## config.mk

```make
export PLATFORM = sky130hd
export DESIGN_NAME = fstat_ctrl
export DESIGN_NICKNAME = d
export VERILOG_FILES = /design/src/sv/fstat_pkg.sv /design/src/sv/fstat_ctrl.sv
export SDC_FILE = /design/constraint.sdc
export NUM_CORES = 1
export LEC_CHECK = 0
export BUFFER_PORTS_ARGS = -buffer_cell sky130_fd_sc_hd__buf_2
export CAP_MARGIN = 30
export CORE_AREA = 8 8 59 61
export CTS_CLUSTER_SIZE = 10
export DETAILED_ROUTE_END_ITERATION = 8
export DIE_AREA = 0 0 67 69
export PLACE_DENSITY = 0.6
export SETUP_SLACK_MARGIN = 0.15
export SYNTH_ARGS = -nofsm -noshare
export SYNTH_HDL_FRONTEND = slang
export SYNTH_SLANG_ARGS = --single-unit
```

## constraint.sdc

```tcl
create_clock -name clk -period 2.45 [get_ports clk]
set_input_delay 0.245 -clock clk [delete_from_list [all_inputs] [get_ports clk]]
set_output_delay 0.245 -clock clk [all_outputs]
set_load 0.005 [all_outputs]
```

## src/sv/fstat_pkg.sv

```systemverilog
`timescale 1ns / 1ps
package fstat_pkg;

  localparam int TOP_CAP = 128;
  localparam int TOP_IW = 8;
  localparam int TAIL_SW = 47;
  localparam logic [63:0] FPS_SCALE = 64'd65536000000000;
  localparam int TAIL_DIV_A = 1000;
  localparam int TAIL_DIV_B = 10000;

  // reciprocals for the tail lengths: floor(x / div) = (x * RECIP) >> SH for x < 2^17
  localparam logic [17:0] RECIP_A = 18'd134218;
  localparam int RECIP_A_SH = 27;
  localparam logic [17:0] RECIP_B = 18'd107375;
  localparam int RECIP_B_SH = 30;

  localparam logic [1:0] REG_MAX_SAMPLES = 2'd0;
  localparam logic [1:0] REG_WINDOW_NS = 2'd1;
  localparam logic [1:0] REG_REFRESH_NS = 2'd2;

  typedef enum logic [2:0] {
    DIV_MEAN,
    DIV_MFPS,
    DIV_PEAK,
    DIV_LA,
    DIV_LB
  } div_op_t;

  typedef struct packed {
    logic    capture;
    logic    append;
    logic    pop;
    logic    scan_init;
    logic    scan_step;
    logic    sum_step;
    logic    div_start;
    div_op_t div_op;
    logic    clear_cache;
    logic    commit;
    logic    out_load;
  } fstat_cmd_t;

  typedef struct packed {
    logic drop;
    logic full;
    logic held_zero;
    logic evict;
    logic refresh_due;
    logic div_done;
    logic scan_done;
    logic sum_done;
    logic out_free;
  } fstat_status_t;

endpackage

```

## src/sv/fstat_ctrl.sv

```systemverilog
`timescale 1ns / 1ps
module fstat_ctrl import fstat_pkg::*; (
  input  logic          clk,
  input  logic          rst,
  input  logic          in_valid,
  output logic          in_ready,
  input  fstat_status_t status,
  output fstat_cmd_t    cmd
);

  typedef enum logic [3:0] {
    S_IDLE,
    S_FULL_RD,
    S_FULL_POP,
    S_APPEND,
    S_EV_RD,
    S_EV_CHK,
    S_DECIDE,
    S_DIV_GO,
    S_DIV_WAIT,
    S_SCAN_INIT,
    S_SCAN,
    S_SUM,
    S_COMMIT,
    S_OUT
  } state_t;

  state_t  state;
  div_op_t op;

  assign in_ready = (state == S_IDLE);

  always_comb begin
    cmd = '0;
    cmd.div_op = op;
    case (state)
      S_IDLE:      cmd.capture = in_valid && !status.drop;
      S_FULL_POP:  cmd.pop = 1'b1;
      S_APPEND:    cmd.append = 1'b1;
      S_EV_CHK:    cmd.pop = status.evict;
      S_DECIDE:    cmd.clear_cache = status.held_zero;
      S_DIV_GO:    cmd.div_start = 1'b1;
      S_SCAN_INIT: cmd.scan_init = 1'b1;
      S_SCAN:      cmd.scan_step = 1'b1;
      S_SUM:       cmd.sum_step = 1'b1;
      S_COMMIT:    cmd.commit = 1'b1;
      S_OUT:       cmd.out_load = status.out_free;
      default: ;
    endcase
  end

  always_ff @(posedge clk) begin
    if (rst) begin
      state <= S_IDLE;
      op <= DIV_MEAN;
    end else begin
      case (state)
        S_IDLE: begin
          if (in_valid && !status.drop) state <= status.full ? S_FULL_RD : S_APPEND;
        end
        S_FULL_RD:  state <= S_FULL_POP;
        S_FULL_POP: state <= S_APPEND;
        S_APPEND:   state <= S_EV_RD;
        S_EV_RD:    state <= status.held_zero ? S_DECIDE : S_EV_CHK;
        S_EV_CHK:   state <= status.evict ? S_EV_RD : S_DECIDE;
        S_DECIDE: begin
          if (status.held_zero) begin
            state <= S_OUT;
          end else if (status.refresh_due) begin
            state <= S_SCAN_INIT;
          end else begin
            state <= S_OUT;
          end
        end
        S_DIV_GO: state <= S_DIV_WAIT;
        S_DIV_WAIT: begin
          if (status.div_done) begin
            case (op)
              DIV_MEAN: begin op <= DIV_MFPS; state <= S_DIV_GO;    end
              DIV_MFPS: begin op <= DIV_PEAK; state <= S_DIV_GO;    end
              DIV_PEAK: begin op <= DIV_LA;   state <= S_DIV_GO;    end
              DIV_LA:   begin op <= DIV_LB;   state <= S_DIV_GO;    end
              default:  begin                 state <= S_COMMIT;    end
            endcase
          end
        end
        S_SCAN_INIT: state <= S_SCAN;
        S_SCAN:      if (status.scan_done) state <= S_SUM;
        S_SUM: begin
          if (status.sum_done) begin
            op <= DIV_MEAN;
            state <= S_DIV_GO;
          end
        end
        S_COMMIT: state <= S_OUT;
        S_OUT:    if (status.out_free) state <= S_IDLE;
        default:  state <= S_IDLE;
      endcase
    end
  end

endmodule
```

# After elaboration in Yosys (flattened, before gate mapping)
# Cells that the tools add are included.
# totals
regBits,7
input_bits,12
out_inout_bits,14
elab_cells,58
# op_classes
n_eq_ne,22
mux,26
n_reduce_logical,8
# ops
operator,count
$pmux 4 s14,1
$eq 4x4->1 const B,6
$mux 4,6
$eq 4x3->1 const B,4
$mux 3,4
$pmux 3 s4,1
$mux 1,9
$eq 4x2->1 const B,2
$ne 2x2->1 const B,4
$eq 3x2->1 const B,2
$mux 2,3
$pmux 3 s2,1
$ne 5x5->1 const B,1
$reduce_and 5->1,1
$eq 4x1->1 const B,1
$logic_not 4->1,1
$reduce_and 4->1,1
$reduce_or 4->1,1
$eq 3x1->1 const B,1
$logic_not 3->1,1
$ne 2x1->1 const B,1
$pmux 1 s2,1
$reduce_bool 2->1,1
$logic_and 1x1->1,1
$logic_not 1->1,1

# Logic depth before layout (Yosys ltp)
# Gate-level depths: netlist of run 1.
# depth
ltp_word,5
depth_mapped,7
mapped_depth_nobuf,5

# Worst setup path after synthesis of run 1
# Ideal clock, no wire load.
# synth_timing
path_type,reg2out
from,register state[3]
to,output port cmd[12] (netlist name)
t_arrival_ns,1.154
required_ns,2.205
setup_slack_ns,1.051
stages_incl_launch_ff,4
n_path_buf,1
cell_sequence,dfxtp_1 -> buf_2 -> nor4_1 -> nor3b_1
# synth_lines
element,line,source
"start, declared",fstat_ctrl.sv:28,state_t state;
"start signal, assigned",fstat_ctrl.sv:59,if (in_valid && !status.drop) state <= status.full ? S_FULL_RD : S_APPEND;
"start signal, assigned",fstat_ctrl.sv:64,S_EV_RD: state <= status.held_zero ? S_DECIDE : S_EV_CHK;
"start signal, assigned",fstat_ctrl.sv:65,S_EV_CHK: state <= status.evict ? S_EV_RD : S_DECIDE;
"end, declared",fstat_ctrl.sv:8,output fstat_cmd_t cmd

==> metrics.cfg, run 1 <==
[route]
drt_wl_total_microns=1960
wl_met2_microns=892
avgRoutedWirePerCell_microns=13.6
ant_nets=0
route.detailed.drc=0
drt-met1-wl_microns=965
drtPass1Iterations=6
vias=725
vias_per_cell=5.03
routed.top_layer=met4
met3_length_microns=81
drt_iter0_drc=22

[pwr]
power_frac_clock_pct=14.3
ir_worst_vdd_mv=0.442
netSwitchingFraction_pct=45.4
combPwrFrac_pct=56.9
p_seq_share_pct=28.7
p_int_mw=0.387
p_per_area_mw_per_mm2=829
p_leak_nw=0.348
p_sw_mw=0.322

[die]
ios=26
row_count=19
die_area_sq_mm=0.00462
die_w_microns=67
core_area_sq_mm=0.00262
fp.dieH_microns=69
initial_core_util_pct=26.6

[synth]
yosys_warnings=0
syn_avg_cell_area_sq_um=7.72
synthDistinctLibCells=38
synth_top_cell_by_area=dfxtp_1
synthTopCellsByArea=dfxtp_1 20%, nor2_1 5.9%, mux2i_1 5.8%
ys_seq_area_share_pct=20.2
syn-num-nets=102
postSynthCellCount=90
synthesis.area_sq_um=694
synth.top_cell.area_share_pct=20.2
synth-seq-cells=7

[grt]
grt_usage_pct=8.41
overflow=0
grt_max_degree=20
grt_pass1_vias=724
grt_pass1_wl_microns=3240
antenna_found_initial=0

[placed_design]
gp_congestion=0.816
place_hpwl_microns=1570
port-buffer-count=25
place_ws_ns=0.585

[outcome]
outcome=finished clean

[job]
cap_violations=0

[timing]
hold_viol_final=0
setup_tns_ns=0
final.setup_skew_ns=0.00324
slew_viol_final=0
rsz0062_at_grt=no
fin_ws_ns=0.519
tightestPinTransition_ns=0.679
period_share_pct=78.8
setup_violations=0
period_minus_slack_ns=1.93
slew_headroom_pct=54.7
max_freq_mhz=518

[final_layout]
area_growth_pct=23.1
mostFrequentLayoutCells=25 x buf_2, 11 x nor2_1, 7 x inv_1, 7 x a21oi_1, 7 x dfxtp_1
n_antenna_cell=0
drive_gt1_share_pct=32.7
fin_nets=126
final_common_cell=buf_2
post-route-util_pct=32.7

[worst_setup_path]
end_kind=output pin
cp.required_ns=2.20
start_kind=flip-flop
critPathMaxFanout=18
critPathArrivalTime_ns=1.69
crit_type=flip-flop to output pin

[cts]
cts-buffers-inserted=3
root_buffer=clkbuf_4
htree_levels=1
cts_resized=0
clockBufferDepth=2
path_clk_slew_ns=0.05
hold_buffers=0
cts_tree=yes
post-cts-setup-buffers=0
clk_latency_ns=0.24
clock-sinks=7

[min_path]
hp-class=input port to flip-flop

## metrics by stage
step                instances  hold slack (ns)  cell area [sq um]  total power [mW]
global route              144            0.255                855             0.774
CTS                       144            0.255                855             0.715
floorplan                  90            0.363                694             0.510
finish                    144            0.258                855             0.709
global placement          140            0.515                828             0.600
detailed placement        140            0.515                828             0.610
## layer usage
metal  vias up  track usage, %
met5         -               0
met4         0            2.79
li1        378               -
met3         4            1.94
met1       322            11.3
met2        21            12.7
## power groups by stage
stage | registers [mW] | clock network [mW] | logic [mW]
after CTS | 0.203 | 0.107 | 0.406
after global routing | 0.211 | 0.115 | 0.448
final | 0.204 | 0.102 | 0.403
after global placement | 0.202 | 0 | 0.398
after detailed placement | 0.205 | 0 | 0.405
after floorplan | 0.159 | 0 | 0.351
## layout make-up
class	instances	area, sq um
well taps	31	38.8
multi-input cells	68	483
repair buffers	27	140
flip-flops and latches	7	140
clock buffers	4	26.3
fillers	302	1760
inverters	7	26.3
## flip-flops by register name (all words and copies together) (netlist names)
signal  count
state       4
op          3
## cell usage after synthesis, drive strengths merged
cell     instances
or4b             1
nor4bb           1
nand3            2
nor4b            2
nor3b            4
a31oi            5
and3             1
nor3             1
o21ai            3
a21o             1
dfxtp            7
nand2b           3
or2b             1
nand2            3
a211oi           2
mux2i            4
inv              7
o2111ai          1
a21oi            7
nor2b            5
nor2            12
nor4             1
o22ai            1
or3              1
a2111oi          1
o32ai            3
buf              6
o31ai            1
a222oi           1
clkbuf           2
## critical path: stages, from the launching register on
cell and delay, ns:
dfxtp_1 0.75, nand2_1 0.20, nor4b_1 0.32, buf_2 0.17
## logic make-up (layout without fill, tap and decap cells)
kind of cell	Yosys count	after routing	synth area share (%)
compound gates	26	26	30.6
buf+inv	15	38	10.3
flops	7	7	20.2
mux	4	4	5.77
simple gates	38	38	33.2
## final timing paths
path / from / end / slack, ns / cells past startpoint
worst max-delay path: state[1] / cmd[2] / 0.52 / 3
worst min-delay path: status[0] / state[2] / 0.26 / 2
worst max register to register: state[1] / state[0] / 0.57 / 5
worst min register to register: op[0] / op[0] / 0.57 / 2
(Power assumes the default switching activity.)
==> run 2, diff against run 1 <==
Clock period 2.45 ns to 1.8 ns, I/O delays scaled along.
==> run 2 against run 1 <==
Flip-flop and latch count unchanged. Final cell count up 2.1%. Non-clock buffer count up 3. Clock power up 35%. Final area up 5.1%. Wire length up 0.77%. Worst hold slack worse by 0.066 ns. Die area unchanged. Sequential power up 29%. Via count up 3.4%. Critical endpoint unchanged. Largest cell class unchanged. Largest power group unchanged.
==> metrics.cfg, run 2 (synthesized netlist as in run 1, its figures left out) <==
[outcome]
outcome=finished clean

[route]
avgRoutedWirePerCell_microns=13.4
drtPass1Iterations=4
ant_nets=0
vias=750
route.detailed.drc=0
drt_iter0_drc=19
wl_met2_microns=942
vias_per_cell=5.10
drt-met1-wl_microns=919
met3_length_microns=70
drt_wl_total_microns=1970
routed.top_layer=met4

[worst_setup_path]
r2r-start=state[3]
reg2reg_to=state[1]
critPathTopFamily=simple AND/OR/NAND/NOR gates
rr_worst_depth=5
crit_type=flip-flop to output pin
end_kind=output pin
slowest_delay_ns=0.39
worst-path-buf-inv=2
critPathArrivalTime_ns=1.41
crit_path_end=cmd[2]
critPathMaxFanout=13
cp.required_ns=1.62
cp_slowest_cell=dfxtp_1
critical_path_cell_count=4
crit_chain=buf_6, nand2_1, nor4b_1, buf_2
start_kind=flip-flop
startpoint=state[2]
rrSetupSlack_ns=0.23

[final_layout]
fin_nets=129
final_cell_area_sq_um=898
area_growth_pct=29.4
mostFrequentLayoutCells=25 x buf_2, 11 x nor2_1, 7 x inv_1, 7 x a21oi_1, 5 x dfxtp_1
drive_gt1_share_pct=37.9
regMostFlops=state
final_common_cell=buf_2
reg_top3=state x4, op x3
n_antenna_cell=0
largest_reg_flops=4

[job]
cap_violations=0

[die]
core_area_sq_mm=0.00262
row_count=19
initial_core_util_pct=26.6
die_area_sq_mm=0.00462
die_w_microns=67
ios=26
fp.dieH_microns=69

[cts]
htree_levels=1
post-cts-setup-buffers=0
hold_buffers=0
clockBufferDepth=2
root_buffer=clkbuf_4
clock-sinks=7
cts_tree=yes
clk_latency_ns=0.25
path_clk_slew_ns=0.05
cts-buffers-inserted=3

[pwr]
ir_worst_vdd_mv=0.661
p_per_area_mw_per_mm2=1130
p_leak_nw=0.368

[placed_design]
place_ws_ns=0.180
place_area_sq_um=851
place_hpwl_microns=1570
gp_congestion=0.805
port-buffer-count=25

[timing]
period_minus_slack_ns=1.59
setup_violations=0
hold_viol_final=0
slew_headroom_pct=71.3
setup_tns_ns=0
max_freq_mhz=631
final.setup_skew_ns=0.00168
fin_ws_ns=0.215
tightestPinTransition_ns=0.430
period_share_pct=88.1
slew_viol_final=0
rsz0062_at_grt=yes

[grt]
grt_pass1_wl_microns=3320
grt_max_degree=16
antenna_found_initial=0
grt_pass1_vias=767
grt_usage_pct=8.70
overflow=0

[min_path]
hp-class=input port to flip-flop

==> run 2: repair_timing <==
item / 4_1_cts / 5_1_grt
pin swaps: 0 / 0
gates resized for setup: 1 / 6
setup endpoints to repair: 2 / 7
==> run 2: layout make-up <==
cell class / instances / area [sq um]
inverters: 7 / 26.3
repair buffers: 30 / 170
flip-flops and latches: 7 / 145
well taps: 31 / 38.8
multi-input cells: 68 / 492
fillers: 298 / 1720
clock buffers: 4 / 26.3
==> run 2: metrics by stage <==
stage / cells / power (mW) / hold WS [ns] / util [%]
2_1_floorplan: 90 / 0.695 / 0.298 / -
3_3_place_gp: 143 / 0.844 / 0.462 / 32.5
3_5_place_dp: 143 / 0.848 / 0.448 / 32.5
4_1_cts: 147 / 0.994 / 0.181 / 33.6
5_1_grt: 147 / 1.11 / 0.191 / 34.4
6_report: 147 / 1.01 / 0.192 / 34.4
==> run 2: worst min-delay path by stage <==
stage / from / end / slack [ns] / cells past startpoint
2_1_floorplan: status[0] / state[2] / 0.30 / 1
3_3_place_gp: status[0] / state[2] / 0.46 / 2
3_5_place_dp: status[0] / state[2] / 0.45 / 2
4_1_cts: status[0] / state[2] / 0.18 / 2
5_1_grt: status[0] / state[2] / 0.19 / 2
6_report: status[0] / state[2] / 0.19 / 2
==> run 2: where the power goes <==
group,switching (mW),total [mW],internal (mW)
sequential,0.0682,0.264,0.196
combinational,0.322,0.609,0.286
clock,0.0538,0.138,0.0843
==> run 2: layer usage <==
layer	track usage, %	up-vias
met5	0	-
met3	1.45	5
met1	11.1	340
met4	4.88	0
met2	13.2	25
li1	-	380
==> run 3, diff against run 2 <==
Settings changed: CTS_BUF_LIST set to sky130_fd_sc_hd__clkbuf_8.
==> run 3 against run 2 <==
Critical path type unchanged. Critical path depth unchanged. Non-clock buffer count did not move. Die area unchanged. Combinational power is essentially flat. Sequential share of layout area down 0.56 points. Count of clock-buffer cells in the layout is 1 lower. Largest power group unchanged. Final area is 1.8% higher. Flip-flop and latch count did not move.
==> metrics.cfg, run 3 (synthesized netlist as in run 1, its figures left out) <==
[final_layout]
regArea_sq_um=143
final_cell_area_sq_um=915
mostFrequentLayoutCells=25 x buf_2, 11 x nor2_1, 8 x inv_1, 7 x a21oi_1, 5 x dfxtp_1
final_common_cell=buf_2
n_antenna_cell=0
multi_input_area_sq_um=492
reg_top3=state x4, op x3
fin_nets=129
area_growth_pct=31.7
regMostFlops=state
largest_reg_flops=4
n_fill_cell=299
drive_gt1_share_pct=37.9

[cts]
cts-buffers-inserted=3
hold_buffers=0
clock-sinks=7
path_clk_slew_ns=0.04
root_buffer=clkbuf_8
htree_levels=1
cts_tree=yes
post-cts-setup-buffers=0
clk_latency_ns=0.22
clockBufferDepth=2

[route]
drt_wl_total_microns=1980
drt_iter0_drc=18
vias=744
vias_per_cell=5.06
route.detailed.drc=0
ant_nets=0
avgRoutedWirePerCell_microns=13.4
drtPass1Iterations=4

[placed_design]
gp_congestion=0.805
port-buffer-count=25
place_area_sq_um=851
place_hpwl_microns=1570

[min_path]
hp-class=input port to flip-flop
hold_start=status[0]

[worst_setup_path]
crit_type=flip-flop to output pin
worst-path-buf-inv=2
critPathTopFamily=simple AND/OR/NAND/NOR gates
cp_slowest_cell=dfxtp_2
critPathMaxFanout=12
crit_chain=buf_6, nand2_1, nor4b_1, buf_2
cp.required_ns=1.62
critPathArrivalTime_ns=1.42
r2r-start=state[3]
startpoint=state[1]
end_kind=output pin
slowest_delay_ns=0.42
start_kind=flip-flop

[grt]
grt_pass1_vias=779
grt_usage_pct=8.76
grt_max_degree=16
antenna_found_initial=0
overflow=0
grt_pass1_wl_microns=3350

[die]
initial_core_util_pct=26.6
core_area_sq_mm=0.00262
row_count=19
die_area_sq_mm=0.00462
fp.dieH_microns=69
die_w_microns=67
ios=26

[outcome]
outcome=finished clean

[timing]
slew_headroom_pct=71.3
hold_viol_final=0
setup_violations=0
max_freq_mhz=626
period_share_pct=88.7
period_minus_slack_ns=1.60
tightestPinTransition_ns=0.430
setup_tns_ns=0
slew_viol_final=0
rsz0062_at_grt=yes
final.setup_skew_ns=0.000171

[pwr]
ir_worst_vdd_mv=0.740
p_per_area_mw_per_mm2=1180
p_leak_nw=0.379

[job]
cap_violations=0

==> run 3: changes by cell type in the layout (fill, tap and decap cells not counted) <==
cell | previous run | this run
clkbuf_1 | 1 | 0
clkbuf_4 | 3 | 0
clkbuf_8 | 0 | 3
dfxtp_2 | 1 | 2
dfxtp_4 | 1 | 0
inv_1 | 7 | 8
==> run 3: per-stage QoR <==
step | hold slack, ns | setup WS [ns] | util (%) | cells | power [mW]
2_1_floorplan | 0.298 | 0.409 | - | 90 | 0.695
3_3_place_gp | 0.462 | 0.196 | 32.5 | 143 | 0.844
3_5_place_dp | 0.448 | 0.180 | 32.5 | 143 | 0.848
4_1_cts | 0.212 | 0.170 | 34.3 | 147 | 1.07
6_report | 0.220 | 0.203 | 35.0 | 147 | 1.08
5_1_grt | 0.233 | 0.144 | 35.0 | 147 | 1.18
==> run 3: power by group <==
group	leakage, nW	switching (mW)	internal (mW)
Sequential	0.0577	0.0680	0.195
Clock	0.0269	0.0618	0.147
Combinational	0.295	0.321	0.286
Total	0.379	0.451	0.628
==> run 3: layout make-up <==
cell class,instances,share of cell area [%]
Clock buffer,3,4.51
Clock inverter,1,0.410
Inverter,7,2.87
Multi-Input combinational cell,68,53.8
Sequential cell,7,15.6
Tap cell,31,4.24
Timing Repair Buffer,30,18.6
==> run 3: metal layers <==
layer	wire, microns	part of all wire, %	vias to the layer above	global-route usage [%]
met2	938	47	25	13.4
met5	0	0	-	0
met1	919	47	334	11.1
met3	75	3.8	5	1.45
met4	42	2.1	0	4.88
li1	-	-	380	-
==> run 3: timing repair <==
action | in CTS | in global routing
endpoints found under the hold margin | 0 | 0
gates resized for setup | 1 | 5
endpoints found under the setup margin | 1 | 7
pin swaps | 0 | 0
==> run 3: path summary, 6_finish.rpt <==
check / endpoint / cells after the start / slack [ns]
worst min-delay path: state[2] / 2 / 0.22
worst max-delay path: cmd[2] / 4 / 0.20
worst max register to register: state[1] / 5 / 0.23
worst min register to register: op[0] / 2 / 0.59
